===== config.mk =====
export PLATFORM = sky130hd
export DESIGN_NAME = sensor_frame_crc_checker_core
export DESIGN_NICKNAME = d
export VERILOG_FILES = /design/src/hdl/scfc_pkg.sv /design/src/hdl/scfc_crc_byte.sv /design/src/hdl/sensor_frame_crc_checker_core.sv
export SDC_FILE = /design/constraint.sdc
export NUM_CORES = 1
export LEC_CHECK = 0
export ABC_CLOCK_PERIOD_IN_PS = 4200
export BUFFER_PORTS_ARGS = -buffer_cell sky130_fd_sc_hd__buf_2
export CORE_MARGIN = 2
export CORE_UTILIZATION = 39
export CTS_CLUSTER_DIAMETER = 150
export DETAILED_ROUTE_END_ITERATION = 8
export GPL_TIMING_DRIVEN = 1
export SYNTH_ARGS = -nofsm -noshare
export SYNTH_HDL_FRONTEND = slang
export SYNTH_HIERARCHICAL = 1
export SYNTH_SLANG_ARGS = --single-unit

===== constraint.sdc =====
create_clock -name clk_i -period 4.2 [get_ports clk_i]
set_input_delay 0.21 -clock clk_i [delete_from_list [all_inputs] [get_ports clk_i]]
set_output_delay 0.21 -clock clk_i [all_outputs]
set_load 0.1 [all_outputs]

===== src/hdl/scfc_pkg.sv =====
// Shared types and constants for the sensor frame CRC checker.
`timescale 1ns / 1ps
`default_nettype none

package scfc_pkg;

  localparam int unsigned ByteW  = 8;
  localparam int unsigned CrcW   = 16;
  localparam int unsigned WordW  = 16;
  localparam int unsigned IdxW   = 3;

  typedef logic [IdxW-1:0]  byte_idx_t;
  typedef logic [CrcW-1:0]  crc_t;
  typedef logic [ByteW-1:0] byte_t;
  typedef logic [WordW-1:0] word_t;

  // CRC seed and reset polynomial (reflected CRC-16).
  localparam crc_t CrcSeed      = 16'hFFFF;
  localparam crc_t CrcPolyReset = 16'hA001;

  // Positions of the bytes within one response frame.
  localparam byte_idx_t IdxFuncCode = 3'd0;
  localparam byte_idx_t IdxRegCount = 3'd1;
  localparam byte_idx_t IdxHumHi    = 3'd2;
  localparam byte_idx_t IdxHumLo    = 3'd3;
  localparam byte_idx_t IdxTempHi   = 3'd4;
  localparam byte_idx_t IdxTempLo   = 3'd5;
  localparam byte_idx_t IdxCrcLo    = 3'd6;
  localparam byte_idx_t IdxCrcHi    = 3'd7;

  // Result status codes.
  localparam logic StatusOk     = 1'b0;
  localparam logic StatusCrcErr = 1'b1;

endpackage

`default_nettype wire


===== src/hdl/scfc_crc_byte.sv =====
// One byte of the reflected CRC-16, all eight bit steps unrolled.
`timescale 1ns / 1ps
`default_nettype none

module scfc_crc_byte (
  input  scfc_pkg::crc_t  crc_i,
  input  scfc_pkg::byte_t data_i,
  input  scfc_pkg::crc_t  poly_i,
  output scfc_pkg::crc_t  crc_o
);
  import scfc_pkg::*;

  crc_t acc;

  // Fold the byte into the low bits, then shift right eight times,
  // xoring in the polynomial whenever a one bit drops out.
  always_comb begin
    acc = crc_i ^ {{(CrcW-ByteW){1'b0}}, data_i};
    for (int k = 0; k < ByteW; k++) begin
      if (acc[0]) begin
        acc = (acc >> 1) ^ poly_i;
      end else begin
        acc = acc >> 1;
      end
    end
    crc_o = acc;
  end

endmodule

`default_nettype wire


===== src/hdl/sensor_frame_crc_checker_core.sv =====
// Top level of the sensor response frame CRC checker.
//
// The input channel carries one response byte per beat (rx_byte_i) with
// frame_start_i marking the first byte of a new frame. Frame order is
// function code, register count, humidity high/low, temperature high/low,
// CRC low, CRC high. The output channel gives one beat per complete frame,
// on its eighth byte: status_o (0 match, 1 mismatch) and the raw humidity
// and temperature words in tenths, both zero on a mismatch.
// A byte is accepted every cycle unless the input stalls; a beat goes into an
// input register, the CRC byte update, field capture and compare then run on
// the registered beat, and the result is held in a result register.
// While the receiver stalls a pending result, bytes that finish no frame
// keep flowing; only a byte that would finish a frame waits, and the input
// then stalls. The polynomial register is written with crc_polynomial_we_i
// and resets to 0xA001. Reset clears the frame position and seeds the CRC.
`timescale 1ns / 1ps
`default_nettype none

module sensor_frame_crc_checker_core (
  input  wire               clk_i,
  input  wire               rst_ni,
  // Configuration
  input  wire               crc_polynomial_we_i,
  input  scfc_pkg::crc_t    crc_polynomial_i,
  // Input channel
  input  wire               in_valid_i,
  output logic              in_stall_o,
  input  scfc_pkg::byte_t   rx_byte_i,
  input  wire               frame_start_i,
  // Output channel
  output logic              out_valid_o,
  input  wire               out_stall_i,
  output logic              status_o,
  output scfc_pkg::word_t   humidity_tenths_o,
  output scfc_pkg::word_t   temperature_tenths_o
);
  import scfc_pkg::*;

  crc_t      poly_q;
  logic      s1_valid_q, s1_valid_d;
  byte_t     s1_byte_q;
  logic      s1_start_q;
  byte_idx_t byte_index_q, byte_index_d;
  crc_t      crc_accum_q, crc_accum_d;
  word_t     hum_q, hum_d;
  word_t     temp_q, temp_d;
  byte_t     crc_lo_q, crc_lo_d;
  logic      out_valid_q, out_valid_d;
  logic      status_q;
  word_t     out_hum_q, out_temp_q;

  byte_idx_t idx;
  crc_t      crc_base;
  crc_t      crc_next;
  logic      is_last;
  logic      advance;
  logic      in_acc;
  logic      crc_ok;

  // Polynomial register.
  always_ff @(posedge clk_i or negedge rst_ni) begin
    if (!rst_ni) begin
      poly_q <= CrcPolyReset;
    end else if (crc_polynomial_we_i) begin
      poly_q <= crc_polynomial_i;
    end
  end

  // Handshake: the work stage only waits when it finishes a frame while
  // the previous result is still held by the receiver.
  assign idx      = s1_start_q ? IdxFuncCode : byte_index_q;
  assign is_last  = (idx == IdxCrcHi);
  assign advance  = s1_valid_q && (!is_last || !out_valid_q || !out_stall_i);
  assign in_stall_o = s1_valid_q && !advance;
  assign in_acc   = in_valid_i && !in_stall_o;

  always_comb begin
    s1_valid_d = s1_valid_q;
    if (in_acc) begin
      s1_valid_d = 1'b1;
    end else if (advance) begin
      s1_valid_d = 1'b0;
    end
  end

  // Input register.
  always_ff @(posedge clk_i or negedge rst_ni) begin
    if (!rst_ni) begin
      s1_valid_q <= 1'b0;
    end else begin
      s1_valid_q <= s1_valid_d;
    end
  end

  always_ff @(posedge clk_i) begin
    if (in_acc) begin
      s1_byte_q  <= rx_byte_i;
      s1_start_q <= frame_start_i;
    end
  end

  // CRC byte update, seeded at the first byte of a frame.
  assign crc_base = (idx == IdxFuncCode) ? CrcSeed : crc_accum_q;

  scfc_crc_byte u_crc_byte (
    .crc_i  (crc_base),
    .data_i (s1_byte_q),
    .poly_i (poly_q),
    .crc_o  (crc_next)
  );

  assign crc_ok = ({s1_byte_q, crc_lo_q} == crc_accum_q);

  // Frame state update for the byte in the work stage.
  always_comb begin
    byte_index_d = byte_index_q;
    crc_accum_d  = crc_accum_q;
    hum_d        = hum_q;
    temp_d       = temp_q;
    crc_lo_d     = crc_lo_q;
    if (advance) begin
      byte_index_d = idx + 3'd1;
      case (idx)
        IdxCrcLo: crc_lo_d    = s1_byte_q;
        IdxCrcHi: crc_accum_d = CrcSeed;
        default:  crc_accum_d = crc_next;
      endcase
      case (idx)
        IdxHumHi:  hum_d  = {s1_byte_q, hum_q[ByteW-1:0]};
        IdxHumLo:  hum_d  = {hum_q[WordW-1:ByteW], s1_byte_q};
        IdxTempHi: temp_d = {s1_byte_q, temp_q[ByteW-1:0]};
        IdxTempLo: temp_d = {temp_q[WordW-1:ByteW], s1_byte_q};
        default:   ;
      endcase
    end
  end

  always_ff @(posedge clk_i or negedge rst_ni) begin
    if (!rst_ni) begin
      byte_index_q <= IdxFuncCode;
      crc_accum_q  <= CrcSeed;
      hum_q        <= '0;
      temp_q       <= '0;
      crc_lo_q     <= '0;
    end else begin
      byte_index_q <= byte_index_d;
      crc_accum_q  <= crc_accum_d;
      hum_q        <= hum_d;
      temp_q       <= temp_d;
      crc_lo_q     <= crc_lo_d;
    end
  end

  // Result register.
  always_comb begin
    out_valid_d = out_valid_q;
    if (advance && is_last) begin
      out_valid_d = 1'b1;
    end else if (!out_stall_i) begin
      out_valid_d = 1'b0;
    end
  end

  always_ff @(posedge clk_i or negedge rst_ni) begin
    if (!rst_ni) begin
      out_valid_q <= 1'b0;
    end else begin
      out_valid_q <= out_valid_d;
    end
  end

  always_ff @(posedge clk_i) begin
    if (advance && is_last) begin
      status_q   <= crc_ok ? StatusOk : StatusCrcErr;
      out_hum_q  <= crc_ok ? hum_q : '0;
      out_temp_q <= crc_ok ? temp_q : '0;
    end
  end

  assign out_valid_o          = out_valid_q;
  assign status_o             = status_q;
  assign humidity_tenths_o    = out_hum_q;
  assign temperature_tenths_o = out_temp_q;

endmodule

`default_nettype wire


Yosys cells after proc, flatten, opt, wreduce, memory -nomap -nowiden
Index checks and enable logic that the tools add are counted.
Widths: inputs -> output; s select.
{"block": "op_classes", "addsub": 1, "eq_ne": 8, "reduce_logical": 19, "bitwise": 14, "muxes": 18}
{"cell": "$mux 16", "n": 9}
{"cell": "$xor 15x16->16", "n": 8}
{"cell": "$pmux 16 s2", "n": 3}
{"cell": "$eq 16x16->1", "n": 1}
{"cell": "$xor 16x8->16", "n": 1}
{"cell": "$eq 3x3->1 const B", "n": 4}
{"cell": "$reduce_and 3->1", "n": 4}
{"cell": "$eq 3x2->1 const B", "n": 2}
{"cell": "$logic_not 1->1", "n": 5}
{"cell": "$mux 1", "n": 5}
{"cell": "$not 1->1", "n": 5}
{"cell": "$logic_and 1x1->1", "n": 4}
{"cell": "$reduce_and 2->1", "n": 2}
{"cell": "$add 3x1->3 const B", "n": 1}
{"cell": "$logic_not 3->1", "n": 1}
{"cell": "$mux 3", "n": 1}
{"cell": "$logic_or 1x1->1", "n": 2}
{"cell": "$ne 2x1->1 const B", "n": 1}
{"cell": "$reduce_bool 2->1", "n": 1}
{"block": "word_totals", "reg_bits": 119, "wordCells": 75, "out_inout_bits": 35, "in_bits": 30}

Depth between registers and ports, before layout
Gate-level depths: netlist of run 1.
{"block": "depth", "word_depth": 21, "mapped_depth": 20}

By module
The synthesis of run 1 kept the hierarchy.
{"mod": "sensor_frame_crc_checker_core", "area_per_inst_um2": 4874.7, "instances": 1, "cells_each": 340}
{"mod": "scfc_crc_byte", "area_per_inst_um2": 2448.6, "instances": 1, "cells_each": 351}

Least setup slack after synthesis of run 1
No wires, ideal clock.
{"block": "synth_timing", "kind": "reg-to-reg", "from": "register s1_start_q", "to": "register crc_accum_q[11]", "path_slack_ns": -0.096, "synth_period_minus_slack_ns": 4.296, "arrival_ns": 4.217, "required_ns": 4.121, "stages_incl_launch_ff": 20, "cell_sequence": "edfxtp_1 > nor2b_1 > inv_1 > ha_1 > nand2_1 > nand2b_1 > xnor2_2 > xnor2_2 > nor3_1 > a221o_1 > o311ai_4 > xnor2_1 > or4_1 > o211a_2 > nor3_4 > buf_6 > and3b_1 > xnor2_1 > nor2_1 > o21ai_0"}
{"item": "from (decl)", "line": "sensor_frame_crc_checker_core.sv:42", "rtl": "logic s1_start_q;"}
{"item": "from (signal assigned)", "line": "sensor_frame_crc_checker_core.sv:98", "rtl": "s1_start_q <= frame_start_i;"}
{"item": "$mux 3 *", "line": "sensor_frame_crc_checker_core.sv:71", "rtl": "assign idx = s1_start_q ? IdxFuncCode : byte_index_q;"}
{"item": "$logic_not 3->1 *", "line": "sensor_frame_crc_checker_core.sv:103", "rtl": "assign crc_base = (idx == IdxFuncCode) ? CrcSeed : crc_accum_q;"}
{"item": "$mux 16 *", "line": "sensor_frame_crc_checker_core.sv:103"}
{"item": "via crc_base[0]", "line": "sensor_frame_crc_checker_core.sv:53", "rtl": "crc_t crc_base;"}
{"item": "$xor 16x8->16 *", "line": "scfc_crc_byte.sv:18", "rtl": "acc = crc_i ^ {{(CrcW-ByteW){1'b0}}, data_i};"}
{"item": "$mux 16 *", "line": "scfc_crc_byte.sv:20", "rtl": "if (acc[0]) begin"}
{"item": "$xor 15x16->16", "line": "scfc_crc_byte.sv:21", "rtl": "acc = (acc >> 1) ^ poly_i;"}
{"item": "$mux 16 *", "line": "scfc_crc_byte.sv:20"}
{"item": "[5 not listed]"}
{"item": "$xor 15x16->16 / $mux 16 (equally long branches)", "line": "scfc_crc_byte.sv:21, scfc_crc_byte.sv:20"}
{"item": "$mux 16 *", "line": "scfc_crc_byte.sv:20"}
{"item": "$xor 15x16->16 / $mux 16 (equally long branches)", "line": "scfc_crc_byte.sv:21, scfc_crc_byte.sv:20"}
{"item": "$mux 16 *", "line": "scfc_crc_byte.sv:20"}
{"item": "$xor 15x16->16 / $mux 16 (equally long branches)", "line": "scfc_crc_byte.sv:21, scfc_crc_byte.sv:20"}
{"item": "$mux 16 *", "line": "scfc_crc_byte.sv:20"}
{"item": "via crc_next[11]", "line": "sensor_frame_crc_checker_core.sv:54", "rtl": "crc_t crc_next;"}
{"item": "$pmux 16 s2 *", "line": "sensor_frame_crc_checker_core.sv:123", "rtl": "case (idx)"}
{"item": "to (signal assigned)", "line": "sensor_frame_crc_checker_core.sv:141", "rtl": "crc_accum_q <= CrcSeed;"}
{"item": "to (signal assigned)", "line": "sensor_frame_crc_checker_core.sv:147", "rtl": "crc_accum_q <= crc_accum_d;"}
{"item": "to (decl)", "line": "sensor_frame_crc_checker_core.sv:44", "rtl": "crc_t crc_accum_q, crc_accum_d;"}
The timed path passes the listed nets; every way through them passes the cells marked *.
A chain may end at the register's enable or synchronous reset.

Worst setup path in the final report of run 1
{"block": "layout_timing", "from": "register s1_start_q", "to": "register crc_accum_q[13]"}
{"item": "$mux 3 *", "line": "sensor_frame_crc_checker_core.sv:71"}
{"item": "$logic_not 3->1 *", "line": "sensor_frame_crc_checker_core.sv:103"}
{"item": "$mux 16 *", "line": "sensor_frame_crc_checker_core.sv:103"}
{"item": "via crc_base[0]", "line": "sensor_frame_crc_checker_core.sv:53"}
{"item": "$xor 16x8->16 *", "line": "scfc_crc_byte.sv:18"}
{"item": "$mux 16 *", "line": "scfc_crc_byte.sv:20"}
{"item": "$xor 15x16->16", "line": "scfc_crc_byte.sv:21"}
{"item": "$mux 16 *", "line": "scfc_crc_byte.sv:20"}
{"item": "[4 not listed]"}
{"item": "$xor 15x16->16", "line": "scfc_crc_byte.sv:21"}
{"item": "$mux 16 * (2 in a row)", "line": "scfc_crc_byte.sv:20"}
{"item": "$xor 15x16->16 / $mux 16 (equally long branches)", "line": "scfc_crc_byte.sv:21, scfc_crc_byte.sv:20"}
{"item": "$mux 16 *", "line": "scfc_crc_byte.sv:20"}
{"item": "$xor 15x16->16 / $mux 16 (equally long branches)", "line": "scfc_crc_byte.sv:21, scfc_crc_byte.sv:20"}
{"item": "$mux 16 *", "line": "scfc_crc_byte.sv:20"}
{"item": "via crc_next[13]", "line": "sensor_frame_crc_checker_core.sv:54"}
{"item": "$pmux 16 s2 *", "line": "sensor_frame_crc_checker_core.sv:123"}
Marked as above.

==> flow_results.org, run 1 <==
** Status
- The run finished, with violations left.
- Violated checks :: setup timing

** Hold path
- The startpoint identified for the worst hold timing path is crc_polynomial_i[7].
- Worst hold stages :: 2
- The min-delay analysis places its worst path in the category input pin to flop.
- Endpoint of the worst hold-timing path :: poly_q[7]

** Job
- Number of maximum-capacitance violations :: 0

** Setup path
- The largest individual stage delay along the critical path comes from the cell sky130_fd_sc_hd__or4_4.
- By instance count, the cell type seen most on the critical path is sky130_fd_sc_hd__o21a_1.
- At the worst endpoint, the arrival time is 4.61 ns.
- Highest cell delay on the worst timing path :: 0.51 ns
- The worst setup path is launched from a flop.
- Count of buffer and inverter cells on the critical path :: 2
- Terminus of the critical flop-to-flop path :: crc_accum_q[13]
- The startpoint identified for the worst register-to-register timing path is s1_start_q.
- Internal reg-to-reg setup slack :: -0.07 ns
- CP Data Required Time :: 4.54 ns
- In this design, the largest share of critical-path delay is due to simple AND/OR/NAND/NOR gates.
- Of all nets on the critical path, the largest fanout is 6.
- The worst setup path is captured at a flop.
- Cells traversed along the worst timing path :: nand2b_1 > ha_4 > nand2_8 > nand2b_4 > xor2_1 > buf_4 > xnor2_2 > or3_4 > and4_4 > o21a_1 > o21a_1 > or4_4 > o211a_4 > nor3_4 > buf_2 > and3b_1 > xnor2_1 > nor2_1 > o21ai_0
- For the worst flop-to-flop path, the logic depth is 19.
- The critical path is of the flop to flop type.

** Routing
- Vias per Instance :: 5.00
- Length of the first detailed-routing pass in iterations :: 5
- Antenna Nets Post-Route :: 0
- In the final routed layout, each cell accounts on average for 16.8 um.
- Number of violations reported at the end of detailed-routing iteration 0 :: 334
- For this block, the routed nets add up to 18.0 mm of wire.
- # DRC :: 0
- The routed layout has 5344 vias.

** Synthesis
- In the post-synthesis netlist, the biggest area contributors are sky130_fd_sc_hd__dfrtp_1, sky130_fd_sc_hd__edfxtp_1, sky130_fd_sc_hd__xnor2_1.
- Largest area contributor in the netlist :: sky130_fd_sc_hd__dfrtp_1
- Number of enable-type register cells in the synthesized netlist :: 42
- Synthesis produced a netlist with a net count of 727.
- Syn Inst Count :: 691
- Of the post-synthesis cell area, the dominant cell type holds 0.198.
- Synthesis Warnings :: 6
- The commonest cells after synthesis are sky130_fd_sc_hd__nand2_1, sky130_fd_sc_hd__xnor2_1, sky130_fd_sc_hd__dfrtp_1.
- For this run, the leading register cell type out of synthesis is sky130_fd_sc_hd__dfrtp_1.
- Synthesis inferred 119 register bits.
- Synthesized area per cell :: 10.6 sq um
- Async set-reset flop share out of synthesis :: 0.647
- Distinct cells, synth :: 64
- Portion of the post-synthesis area used by sequential elements :: 0.439
- Mapped cell area :: 0.00732 sq mm

** Finish
- The net count of the finished layout is 858.
- 0 antenna diodes ended up in the layout.
- Layout cells sized above 1 :: 0.362
- The sequential cells in the finished layout cover a total of 0.00321 sq mm.
- Relative to the synthesized area, the layout overhead comes to 27.5%.
- Counting the fill cells in the layout gives 1643.
- Summing all multi-input logic gate instances after layout gives 0.00421 sq mm.

** Placement
- The congestion estimate from routability-driven global placement came to 0.899.
- Port buffering added 64 buffers.
- DP HPWL :: 12.5 mm

** STA
- Tightest slew margin relative to the limit :: 0.329
- Max Slew Vio Count :: 0
- For this run, the top clock speed supported by timing is 234 MHz.
- Setup violations remaining at the end of the flow were counted as 10.
- Post-layout minimum cycle time :: 4.27 ns
- Count of endpoints failing hold in the final timing report :: 0
- Transition time at the pin with the least slew margin :: 1.01 ns
- Across the routed clock network, the largest skew measured is 0.0153 ns.
- In the finished design, the share of the clock period the worst path needs comes to 1.02.
- The tightest hold path in the finished design has a slack of 0.0154 ns.
- Setup slack of the critical path after layout :: -0.0705 ns
- After routing, the total negative slack on setup checks comes to -0.335 ns.
- Unrepaired setup endpoints after global routing :: true

** GRT
- Via count of the first global-routing pass :: 5596
- Total routing resource utilization after global routing :: 0.187
- Residual overflow from global routing :: 0
- Number of antenna violations at the first check in global routing :: 0
- Entering global routing, the biggest net connects 78 pins.
- The first global-routing pass estimated 29.4 mm of wire.

** CTS
- The tree built by TritonCTS fans out to 119 sinks.
- Number of buffers on the longest clock path :: 2
- Clock-pin slew reported for the worst setup and hold paths after clock tree synthesis :: 0.06 ns
- Number of buffers inserted during clock tree synthesis :: 17
- CTS built an H-tree with a depth of 4.
- TritonCTS clock tree :: built
- Clock latency of the later-clocked register in the worst-skew pair :: 0.43 ns
- Root Buffer Master :: sky130_fd_sc_hd__clkbuf_16

** Floorplanning
- Site Rows :: 50
- The die is 141 um wide.
- I/O pin cnt :: 65
- The floorplan step defined a die boundary enclosing 0.0199 sq mm.
- The initial utilization of the core area, before any placement, comes to 0.394.
- CORE AREA :: 0.0186 sq mm
- Chip height :: 141 um
-- sequential cells by signal, indices dropped and copies added, names as in the netlist --
signal,flops
s1_start_q,1
temperature_tenths_o,16
crc_accum_q,16
out_valid_o,1
byte_index_q,3
status_o,1
crc_lo_q,8
s1_byte_q,8
hum_q,16
poly_q,16
temp_q,16
s1_valid_q,1
humidity_tenths_o,16
-- routing by layer --
| metal | GRT usage | up-vias | share of wire |
|---|---|---|---|
| met5 | 0 | - | 0 |
| met4 | 0.0511 | 0 | 0.0097 |
| met3 | 0.0428 | 15 | 0.035 |
| met2 | 0.312 | 119 | 0.49 |
| met1 | 0.246 | 2596 | 0.46 |
| li1 | - | 2614 | - |
-- cell families (layout without fill, tap and decap cells) --
family          Yosys count  in the layout  share of synthesized area
simple gates            260            260                      0.191
buf+inv                  45            189                     0.0263
fa+ha+maj                 6              6                     0.0103
xor+xnor                140            140                      0.185
flops                   119            119                      0.439
mux                      59             59                     0.0904
compound gates           62             62                     0.0584
-- stage by stage --
stage                     instances  cell area [sq um]  utilization  setup WS, ns
after floorplan                 691               7340            -        0.0246
after global placement         1013               8260        0.444        -0.348
after detailed placement       1013               8260        0.444        -0.490
after CTS                      1065               9170        0.493       -0.0109
after global routing           1069               9340        0.503        -0.266
final                          1069               9340        0.503       -0.0705
-- what timing repair did --
item                       in CTS  in global routing
setup endpoints to repair      16                 16
gates resized for setup        33                 33
cloned                          0                  1
setup buffers                  11                  2
pin swaps                      19                 26
hold buffers                   11                  1
hold endpoints to repair       24                  1
-- worst max path at each step --
stage                    start              end  slack [ns]  depth (start not counted)
finish              s1_start_q  crc_accum_q[13]       -0.07                         19
global route        s1_start_q   crc_accum_q[8]       -0.27                         20
CTS                 s1_start_q   crc_accum_q[3]       -0.01                         24
detailed placement  s1_start_q   crc_accum_q[8]       -0.49                         18
global placement    s1_start_q   crc_accum_q[8]       -0.35                         18
floorplan           s1_start_q  crc_accum_q[11]        0.02                         19
-- layout by cell type (no fill, tap or decap), drive strengths merged, types with 3 or more instances in the layout --
master and instances:
a211oi 6, a21oi 9, and2 35, and3b 12, buf 134, clkbuf 18
clkinv 6, dfrtp 58, dfstp 19, dlygate4sd3 12, edfxtp 42, ha 6
inv 16, mux2 57, nand2 112, nand2b 19, nand3 8, nand4 8
nor2 27, nor3 14, nor3b 11, nor4 3, o211ai 4, o21a 5
o21ai 23, xnor2 115, xnor3 6, xor2 18
-- area by class of cell --
| cell class | count | area share |
|---|---|---|
| well taps | 234 | 0.0314 |
| inverters | 11 | 0.00442 |
| multi-input cells | 527 | 0.451 |
| flip-flops and latches | 119 | 0.344 |
| clock buffers | 18 | 0.0460 |
| repair buffers | 146 | 0.106 |
| clock inverters | 14 | 0.0174 |
Power of run 1 is not shown: default switching activity piles up to over one toggle a cycle in this logic, so the estimate is an artifact.
==> run 2: changes to the inputs <==
--- a/config.mk
+++ b/config.mk
@@ -7,12 +7,13 @@
 export LEC_CHECK = 0
 export ABC_CLOCK_PERIOD_IN_PS = 4200
 export BUFFER_PORTS_ARGS = -buffer_cell sky130_fd_sc_hd__buf_2
+export CAP_MARGIN = 20
 export CORE_MARGIN = 2
-export CORE_UTILIZATION = 39
+export CORE_UTILIZATION = 55
 export CTS_CLUSTER_DIAMETER = 150
 export DETAILED_ROUTE_END_ITERATION = 8
 export GPL_TIMING_DRIVEN = 1
+export PLACE_DENSITY = 0.77
 export SYNTH_ARGS = -nofsm -noshare
 export SYNTH_HDL_FRONTEND = slang
-export SYNTH_HIERARCHICAL = 1
 export SYNTH_SLANG_ARGS = --single-unit
==> run 2 against run 1 <==
The flow still finishes with violations (setup timing); non-clock buffer count is 25 higher; clock skew shrank 0.0081 ns; highest routed layer unchanged; final area grew 3.3%; register-to-register slack got worse by 0.17 ns; area after synthesis shrank 0.53%; via count increased by 11%; first-iteration DRC count is 47% higher; critical endpoint is now crc_accum_q[2].
==> flow_results.org, run 2 <==
** STA
- The final max-slew violation count came to 0 (unchanged).
- Hold slack :: 0.0100 ns (-0.00541 ns)
- Setup repair after global routing could not meet its margin everywhere.
- The smallest setup slack after layout came to -0.241 ns (-0.170 ns).
- Post-layout minimum cycle time :: 4.44 ns (+0.170 ns)
- The worst clock skew came to 0.00720 ns (-0.00814 ns).
- Count of endpoints failing hold in the final timing report :: 0 (unchanged)
- Final critical-path share of the clock period :: 1.06 (+0.0406)
- Transition time at the pin with the least slew margin :: 1.02 ns (+0.0134 ns)
- Highest clock frequency the design can meet :: 225 MHz (-3.8%)
- Tightest slew margin relative to the limit :: 0.320 (-0.00897)
- Number of setup violations in the final report :: 16 (+6)

** CTS
- The H-tree depth was 4 (unchanged).
- The sink count of the clock tree is 119 (unchanged).
- TritonCTS built the clock tree.
- Number of buffers inserted during clock tree synthesis :: 17 (unchanged)
- Clock latency of the later-clocked register in the worst-skew pair :: 0.43 ns (about the same)
- Clock-pin slew reported for the worst setup and hold paths after clock tree synthesis :: 0.06 ns (about the same)
- Root Buffer Master :: sky130_fd_sc_hd__clkbuf_16
- The buffer depth of the longest clock path came to 2 (unchanged).

** GRT
- The pin count of the biggest net entering global routing was 78 (unchanged).
- The number of global-route vias before repair was 6089 (+8.8%).
- Number of antenna violations at the first check in global routing :: 0 (unchanged)
- Global-route wire length before repair :: 31.6 mm (+7.5%)
- The final global-route overflow total was 0 (unchanged).
- The global-route total usage across every layer came to 0.287 (+0.0998).

** Synthesis
- Syn Inst Count :: 695 (+0.58%)
- The warning count from the yosys run was 0 (-6).
- Most common cell in the netlist :: sky130_fd_sc_hd__nand2_1
- Main area contributors after synthesis :: sky130_fd_sc_hd__dfrtp_1, sky130_fd_sc_hd__edfxtp_1, sky130_fd_sc_hd__xnor2_1
- Number of enable-type register cells in the synthesized netlist :: 42 (unchanged)
- The area share of the leading cell type in the synthesized netlist is 0.199 (+0.00106).
- The unique cell type count in the Yosys netlist was 68 (+6.3%).
- Nets in the synthesized netlist :: 731 (+0.55%)
- The fraction of registers with async set/reset is 0.647 (unchanged).
- The flip-flop and latch count after synthesis was 119 (unchanged).
- Main synth FF type :: sky130_fd_sc_hd__dfrtp_1
- Most frequent cells after synthesis :: sky130_fd_sc_hd__nand2_1, sky130_fd_sc_hd__xnor2_1, sky130_fd_sc_hd__dfrtp_1
- The fraction of the yosys area taken by sequential cells came to 0.441 (+0.00234).
- Largest area contributor in the netlist :: sky130_fd_sc_hd__dfrtp_1
- The post-synthesis cell area is 0.00728 sq mm (-0.53%).
- The synthesized area per cell is 10.5 sq um (-1.1%).

** Routing
- The wire length the detailed router placed on met1 is 8.04 mm (-3.7%).
- The via count came to 5913 (+11%).
- In this run the top signal layer used is met4.
- Antenna Nets Post-Route :: 0 (unchanged)
- Length of the first detailed-routing pass in iterations :: 5 (unchanged)
- Average wire length per cell after detail routing :: 19.1 um (+14%)
- The wire length on met3 was 1.15 mm (+81%).
- Vias per Instance :: 5.75 (+15%)
- The routed wire length on met2 came to 9.98 mm (+13%).
- The number of DRC markers in iteration 0 was 490 (+47%).
- The routed wire length came to 19.6 mm (+9.3%).
- # DRC :: 0 (unchanged)

** Setup path
- The critical path is of the flop to flop type.
- The critical-path maximum fanout is 8 (+2).
- The arrival time of the worst setup path came to 4.80 ns (+0.19 ns).
- Highest cell delay on the worst timing path :: 0.55 ns (+0.04 ns)
- Crit-path slowest cell :: sky130_fd_sc_hd__or4_4
- The required time of the critical path came to 4.56 ns (+0.02 ns).
- Traced cell by cell, the critical path runs through nor2b_2 > inv_2 > ha_4 > a211o_4 > buf_4 > nand3_2 > a211oi_2 > or4_4 > nand2_2 > inv_1 > or4_4 > buf_6 > and2_4 > o211ai_1 > buf_4 > xnor2_4 > buf_12 > nand2_1 > xnor3_1 > a21oi_2.
- Setup crit end kind :: flop
- STA classifies the critical path startpoint as a flop.

** Power and ir drop
- Worst supply voltage drop on vdd :: 0.000781 V
- The share of total power dissipated in sequential elements is 0.197.
- Total internal power :: 5.56 mW
- Of the total power, the share spent switching nets is 0.375.
- Summed over all nets, the switching power comes to 3.34 mW.
- For this design the static power due to leakage is 4.16 nW.
- Clock power share :: 0.170
- Combinational share of power :: 0.633
- Power per cell area :: 923 mW/mm^2

** Floorplanning
- The number of rows in the core area came to 42 (-16%).
- The floorplan die area was 0.0142 sq mm (-29%).
- The vertical die dimension is 119 um (-16%).
- The core area is 0.0131 sq mm (-30%).
- I/O pin cnt :: 65 (unchanged)
- Die width :: 119 um (-16%)
- The initial core utilization was 0.557 (+0.163).

** Finish
- Leading cell type in the layout, fill and taps excluded :: sky130_fd_sc_hd__nand2_1
- Layout cells sized above 1 :: 0.407 (+0.0456)
- The post-layout utilization of the core came to 0.737 (+0.235).
- From synthesis to final layout, the design area changed by 32.4%.
- Antenna cell count :: 0 (unchanged)
- Leaving out fill and tap cells, the most frequent cells in the layout are sky130_fd_sc_hd__nand2_1, sky130_fd_sc_hd__buf_4, sky130_fd_sc_hd__xnor2_1, sky130_fd_sc_hd__buf_2, sky130_fd_sc_hd__dfrtp_1.
- The final cell count without fillers was 1028 (-3.8%).
- Fin nets :: 875 (+2.0%)

** Placement
- Routability-driven placement congestion ratio :: 0.900 (+0.12%)
- Number of placed instances with taps included :: 958 (-5.4%)
- The number of buffer cells added on primary ports came to 64 (unchanged).
- The total half-perimeter wirelength after legalization and detailed placement came to 12.8 mm (+2.3%).

** Status
- Violated checks :: setup timing
- The run finished, with violations left.

** Job
- Number of maximum-capacitance violations :: 0 (unchanged)

** Hold path
- Hold/Removal Path Class :: input pin to flop
## run 2: cell types whose count changed after synthesis, sizes merged, moves of 7 or more
cell | before | now
nand2b | 19 | 2
a21oi | 9 | 22
nor2 | 27 | 41
nor3b | 11 | 0
and3b | 12 | 0
xnor2 | 115 | 80
o21ai | 23 | 30
xnor3 | 6 | 15
clkbuf | 25 | 35
## run 2: per-layer routing
metal,global-route usage,vias to the layer above
li1,-,2685
met4,0.121,0
met1,0.371,2926
met3,0.0565,46
met2,0.473,256
met5,0,-
## run 2: stage by stage
stage | worst slack [ns] | power, mW | TNS [ns] | area [sq um]
CTS | -0.0840 | 8.65 | -0.427 | 9510
global route | -0.368 | 9.30 | -5.22 | 9650
finish | -0.241 | 8.90 | -2.79 | 9650
floorplan | -0.0434 | 5.51 | -0.356 | 7450
detailed placement | -0.375 | 6.44 | -4.62 | 8310
global placement | -0.269 | 6.33 | -3.43 | 8310
## run 2: timing repair
| item | in CTS | in global routing |
|---|---|---|
| resized for setup | 47 | 17 |
| endpoints found under the setup margin | 16 | 16 |
| gates cloned | 1 | 0 |
| setup buffers | 15 | 7 |
| hold buffers | 15 | 0 |
| pin swaps | 30 | 26 |
| hold endpoints to repair | 72 | 0 |
## run 2: logic make-up (layout without fill, tap and decap cells)
| group | Yosys count | count (layout) | share of synthesized area |
|---|---|---|---|
| compound gates | 101 | 101 | 0.106 |
| xor+xnor | 114 | 115 | 0.167 |
| fa+ha+maj | 6 | 6 | 0.0103 |
| buf+inv | 59 | 215 | 0.0354 |
| flops | 119 | 119 | 0.441 |
| mux | 53 | 53 | 0.0818 |
| simple gates | 243 | 243 | 0.158 |
## run 2: layout make-up
type / count / area (sq um)
Multi-Input combinational cell: 518 / 4280
Fill cell: 854 / 3440
Sequential cell: 119 / 3210
Timing Repair Buffer: 171 / 1260
Clock buffer: 23 / 509
Tap cell: 176 / 220
Clock inverter: 9 / 113
Inverter: 12 / 47.5
## run 2: worst paths after layout
check / from / slack, ns / to / cells past startpoint
worst max-delay path: s1_start_q / -0.24 / crc_accum_q[2] / 20
worst min-delay path: in_valid_i / 0.01 / s1_valid_q / 2
worst max register to register: s1_start_q / -0.24 / crc_accum_q[2] / 20
worst min register to register: hum_q[6] / 0.50 / hum_q[6] / 1
max in group asynchronous: rst_ni / 3.04 / poly_q[11] / 2
min in group asynchronous: rst_ni / 0.50 / temp_q[1] / 2
## run 2: critical path, delay by kind of cell (launching register included)
kind / cells / cell delay [ns]
buffers and inverters: 6 / 0.77
adders and majority gates: 1 / 0.20
xor gates and xnor gates: 2 / 0.57
and+or+nand+nor: 7 / 1.61
DFF: 1 / 0.43
AOI/OAI and AO/OA: 4 / 0.79
## run 2: power by group through the flow
stage | Combinational, mW | Clock (mW) | Sequential [mW]
finish | 5.64 | 1.52 | 1.75
global route | 5.95 | 1.58 | 1.78
CTS | 5.39 | 1.52 | 1.75
detailed placement | 4.69 | 0 | 1.76
global placement | 4.58 | 0 | 1.74
floorplan | 3.87 | 0 | 1.64
No activity file was read; power rests on OpenSTA's default activity.
